[config.mk]
export PLATFORM = sky130hd
export DESIGN_NAME = cfgrc_parse
export DESIGN_NICKNAME = d
export VERILOG_FILES = /design/src/hw/rtl/cfgrc_pkg.sv /design/src/hw/rtl/cfgrc_parse.sv
export SDC_FILE = /design/constraint.sdc
export NUM_CORES = 1
export LEC_CHECK = 0
export BUFFER_PORTS_ARGS = -buffer_cell sky130_fd_sc_hd__buf_2
export CAP_MARGIN = 20
export CORE_MARGIN = 2
export CORE_UTILIZATION = 50
export DETAILED_ROUTE_END_ITERATION = 12
export PLACE_DENSITY = 0.77
export SLEW_MARGIN = 40
export SYNTH_ARGS = -nofsm -noshare
export SYNTH_HDL_FRONTEND = slang
export SYNTH_SLANG_ARGS = --single-unit
[constraint.sdc]
create_clock -name clk_i -period 13.55 [get_ports clk_i]
set_clock_uncertainty 0.15 [all_clocks]
set_input_delay 2.0325 -clock clk_i [delete_from_list [all_inputs] [get_ports clk_i]]
set_output_delay 2.0325 -clock clk_i [all_outputs]
set_load 0.02 [all_outputs]
[src/hw/rtl/cfgrc_pkg.sv]
// ----------------------------------------------------------------------------
// cfgrc_pkg: shared types and constants of the config record checker
// Header layout, FNV-1a constants, status codes and the stage record that
// travels from the parser to the output stage.
// ----------------------------------------------------------------------------
`default_nettype none

package cfgrc_pkg;

  // Record geometry
  localparam int unsigned MaxRecordBytes = 256;
  localparam int unsigned PosW           = 9;
  localparam logic [PosW-1:0] HdrBytes   = PosW'(12);

  // FNV-1a 32
  localparam logic [31:0] FnvBasis = 32'h811C_9DC5;
  localparam logic [31:0] FnvPrime = 32'd16777619;

  // Configuration register indexes and reset values
  localparam int unsigned CfgIdxW = 1;
  localparam logic [CfgIdxW-1:0] CfgExpectedLength = 1'b0;
  localparam logic [CfgIdxW-1:0] CfgRecordMagic    = 1'b1;
  localparam logic [7:0]  ExpectedLengthRst = 8'd1;
  localparam logic [31:0] RecordMagicRst    = 32'h5355_4243;

  typedef enum logic [1:0] {
    StOk          = 2'd0,
    StBadMagic    = 2'd1,
    StBadLength   = 2'd2,
    StBadChecksum = 2'd3
  } status_e;

  // Payload request after the parse stage
  typedef struct packed {
    logic [7:0]  payload;
    logic        last;
    status_e     pre_status;  // status decided without the hash
    logic        check_hash;  // header checks passed, hash decides
    logic [31:0] hash;
    logic [31:0] checksum;
  } item_t;

endpackage

`default_nettype wire

[src/hw/rtl/cfgrc_parse.sv]
// ----------------------------------------------------------------------------
// cfgrc_parse: header capture and FNV-1a hashing
// Tracks the byte position, captures the little-endian header words and
// folds each payload byte into the running hash.
// ----------------------------------------------------------------------------
`default_nettype none

module cfgrc_parse import cfgrc_pkg::*; (
  input  wire logic        clk_i,
  input  wire logic        rst_ni,
  input  wire logic        accept_i,
  input  wire logic [7:0]  record_byte_i,
  input  wire logic        first_of_record_i,
  input  wire logic [7:0]  expected_length_i,
  input  wire logic [31:0] record_magic_i,
  output logic             emit_o,
  output item_t            item_o
);

  logic [PosW-1:0] byte_position_q, byte_position_d;
  logic [31:0]     magic_q, magic_d;
  logic [31:0]     length_q, length_d;
  logic [31:0]     checksum_q, checksum_d;
  logic [31:0]     hash_q, hash_d;

  logic [PosW-1:0] pos;
  logic [PosW-1:0] end_pos;
  logic [31:0]     hash_cur;
  logic [31:0]     hash_new;
  logic            active;
  logic            in_payload;
  logic [4:0]      lane_sh;
  logic [31:0]     lane_mask;
  logic [31:0]     lane_data;

  // Current position and hash, a start mark restarts both
  assign pos      = first_of_record_i ? '0 : byte_position_q;
  assign hash_cur = first_of_record_i ? FnvBasis : hash_q;
  assign end_pos  = HdrBytes + PosW'(expected_length_i);
  assign active   = pos < end_pos;
  assign in_payload = active && (pos >= HdrBytes);
  assign hash_new = (hash_cur ^ {24'd0, record_byte_i}) * FnvPrime;

  // Byte lane within a header word
  assign lane_sh   = {pos[1:0], 3'b000};
  assign lane_mask = ~(32'hFF << lane_sh);
  assign lane_data = {24'd0, record_byte_i} << lane_sh;

  // Next state
  always_comb begin
    byte_position_d = byte_position_q;
    magic_d         = magic_q;
    length_d        = length_q;
    checksum_d      = checksum_q;
    hash_d          = hash_q;
    if (accept_i) begin
      byte_position_d = pos;
      hash_d          = hash_cur;
      if (active) begin
        byte_position_d = pos + PosW'(1);
        if (in_payload) begin
          hash_d = hash_new;
        end else begin
          case (pos[3:2])
            2'd0:    magic_d    = (magic_q & lane_mask) | lane_data;
            2'd1:    length_d   = (length_q & lane_mask) | lane_data;
            default: checksum_d = (checksum_q & lane_mask) | lane_data;
          endcase
        end
      end
    end
  end

  always_ff @(posedge clk_i or negedge rst_ni) begin
    if (!rst_ni) begin
      byte_position_q <= '0;
      magic_q         <= '0;
      length_q        <= '0;
      checksum_q      <= '0;
      hash_q          <= FnvBasis;
    end else begin
      byte_position_q <= byte_position_d;
      magic_q         <= magic_d;
      length_q        <= length_d;
      checksum_q      <= checksum_d;
      hash_q          <= hash_d;
    end
  end

  // Payload request and header checks in priority order
  always_comb begin
    emit_o            = accept_i && in_payload;
    item_o.payload    = record_byte_i;
    item_o.last       = (pos + PosW'(1)) == end_pos;
    item_o.hash       = hash_new;
    item_o.checksum   = checksum_q;
    item_o.check_hash = 1'b0;
    if (int'(end_pos) > MaxRecordBytes) begin
      item_o.pre_status = StBadLength;
    end else if (magic_q != record_magic_i) begin
      item_o.pre_status = StBadMagic;
    end else if (length_q != {24'd0, expected_length_i}) begin
      item_o.pre_status = StBadLength;
    end else begin
      item_o.pre_status = StOk;
      item_o.check_hash = 1'b1;
    end
  end

endmodule

`default_nettype wire

==> metrics <==
postcts setup bufs 0; first-pass GRT wire length 50700 µm; Rows 57; Layout area overhead 12.1%; All-Layer GR Usage 0.248; CTS resizes 0; synthesis-stage register bit count 137; Yosys top cell by area dfrtp_1; Main synth FF type dfrtp_1; Core ar. 24200 µm²; routability cong. roughly 0.9; DRT antenna net count 0; Post-layout nets 1589; DP HPWL 23100 µm; final period utilization 0.786; fraction of registers with async set/reset 1.00; clock sinks between 100 and 150; CTS tree yes; Crit Path Category in -> out; status finished, final reports clean; Worst setup EP type primary output; Relative slew margins 0.448; slack of the critical path around 2900 ps; sequential share of the synthesized area 0.280; grt total ovfl 0; clk buf depth 2; max-cap violations 0; share of cells above drive strength 1 0.164; chip height between 150 and 200 µm; CTS H-tree lvls 4; Final setup viols 0; placed cells 1570; post-synth top area share 0.250; IO buf count approximately 130; Hold Vio Cnt, Final 0; DR iter-0 viols between 700 and 800; worst slack, placed slightly below 3000 ps; RSZ-0062 raised after global routing false; synth warn 0; worst slew pin tran a little over 800 ps; Clk pin slew, worst setup/hold paths approximately 70 ps; Netlist Area Pre-Place 12300 µm²; Detailed Route WL 31800 µm; Min-Delay Path Class reg -> reg; clk root buf clkbuf_16; largest net degree at the start of global routing 76; most common cell in the netlist ha_1; first drt pass iteration count 5; number of enable flip-flop cells after synthesis 0; WL/cell between 15 and 20 µm; Ports between 100 and 150; Pins Over Slew Limit 0; setup_tns 0 ps; mean post-synth cell area around 11 µm²; Remaining DRCs 0; Area contributors post-synth dfrtp_1, ha_1, fa_1; Distinct cells, synth 58; initial core utilization 0.507; Via Count between 9000 and 10000; cts bufs inserted 17; Critical Path AT around 8500 ps; Hold-fix buffers, CTS 0; FMAX between 0.09 and 0.1 GHz; Synth Instances 1163; fillers between 2000 and 2500; synth cell count leaders ha_1, inv_1, dfrtp_1, a32o_1, fa_1; Period minus WS final 10660 ps; vias per cell 5.94; Crit Path Max Fanout between 50 and 60; initial antenna violation count 1; vias in the first global route 9605; Syn Nets around 1500; die footprint approximately 26000 µm²; Layout Cells excl Fill approximately 1600; CP Launch Type primary input; Critical Path RT between 10000 and 15000 ps; Die Wd around 160 µm; Clk Latency, worst-skew pair about 430 ps
[path summary, 6_finish.rpt]
check	start	end	slack (ps)	depth (start not counted)
min	hash_q[9]	hash_q[9]	340	1
max	first_of_record_i	item_o[63]	2890	26
min in group asynchronous	rst_ni	magic_q[16]	1450	1
min reg2reg	hash_q[9]	hash_q[9]	340	1
max in group asynchronous	rst_ni	checksum_q[31]	10700	2
max reg2reg	hash_q[0]	hash_q[31]	7060	22
[flip-flops by register name, indices dropped and copies added (netlist names)]
signal,cells
hash_q,32
length_q,32
checksum_q,32
magic_q,32
byte_position_q,9
[metrics by stage]
step	hold WS, ps	util	cell area, µm²
after floorplan	308	-	12300
after global placement	320	0.542	13100
after detailed placement	326	0.542	13100
after CTS	348	0.568	13800
after global routing	356	0.568	13800
final	345	0.568	13800
[per-layer routing]
metal,part of all wire,global-route usage,wire length (µm)
met2,0.49,0.413,15500
met4,0.024,0.0828,747
met3,0.069,0.0400,2200
met1,0.42,0.332,13400
met5,0,0,0
[worst max-delay path: stages]
cell and delay [ps]:
buf_2 70, buf_4 470, nor2_1 180, xnor2_1 450, and2_1 290, nor2_1 80
ha_1 290, inv_1 50, fa_1 500, inv_1 50, ha_1 200, fa_1 450
ha_1 290, inv_1 40, fa_1 470, inv_1 40, ha_1 330, o211ai_1 110
nor3_1 70, a221o_1 400, o22a_1 310, a221o_1 470, a2111oi_1 390, o211ai_1 140
nand2_1 90, buf_2 160
[cells by family after synthesis]
| family | share of synthesized area |
|---|---|
| buffers and inverters | 0.0784 |
| adder cells (fa/ha/maj) | 0.322 |
| XOR/XNOR | 0.0777 |
| flip-flops | 0.280 |
| multiplexers | 0.00346 |
| AND/OR/NAND/NOR | 0.0783 |
| AO/OA/AOI/OAI | 0.160 |
[area by class of cell]
type | instances | area [µm²] | area share
diodes | 1 | 2.50 | 0.000182
multi-input cells | 786 | 7890 | 0.573
well taps | 324 | 405 | 0.0294
flip-flops and latches | 137 | 3450 | 0.250
clock buffers | 17 | 425 | 0.0309
repair buffers | 137 | 718 | 0.0521
clock inverters | 15 | 189 | 0.0137
inverters | 186 | 698 | 0.0507
[placed cells by master, fill, tap and decap left out, types with 12 or more instances in the layout]
cell       count
fa_1          74
xnor2_1       60
a21o_1        17
ha_1         198
nor2_1        39
xor2_1        49
clkbuf_16     17
nor2b_1       18
nand2_1       21
a32o_1        96
a21oi_1       31
a22o_1        20
inv_1        185
nor4_1        21
dfrtp_1      123
o22a_1        14
nand3_1       12
buf_2        127
dfstp_2       14
Power is left out: the tool's default activity adds up to more than one toggle a clock period on the data nets, which glitch-free logic cannot reach.
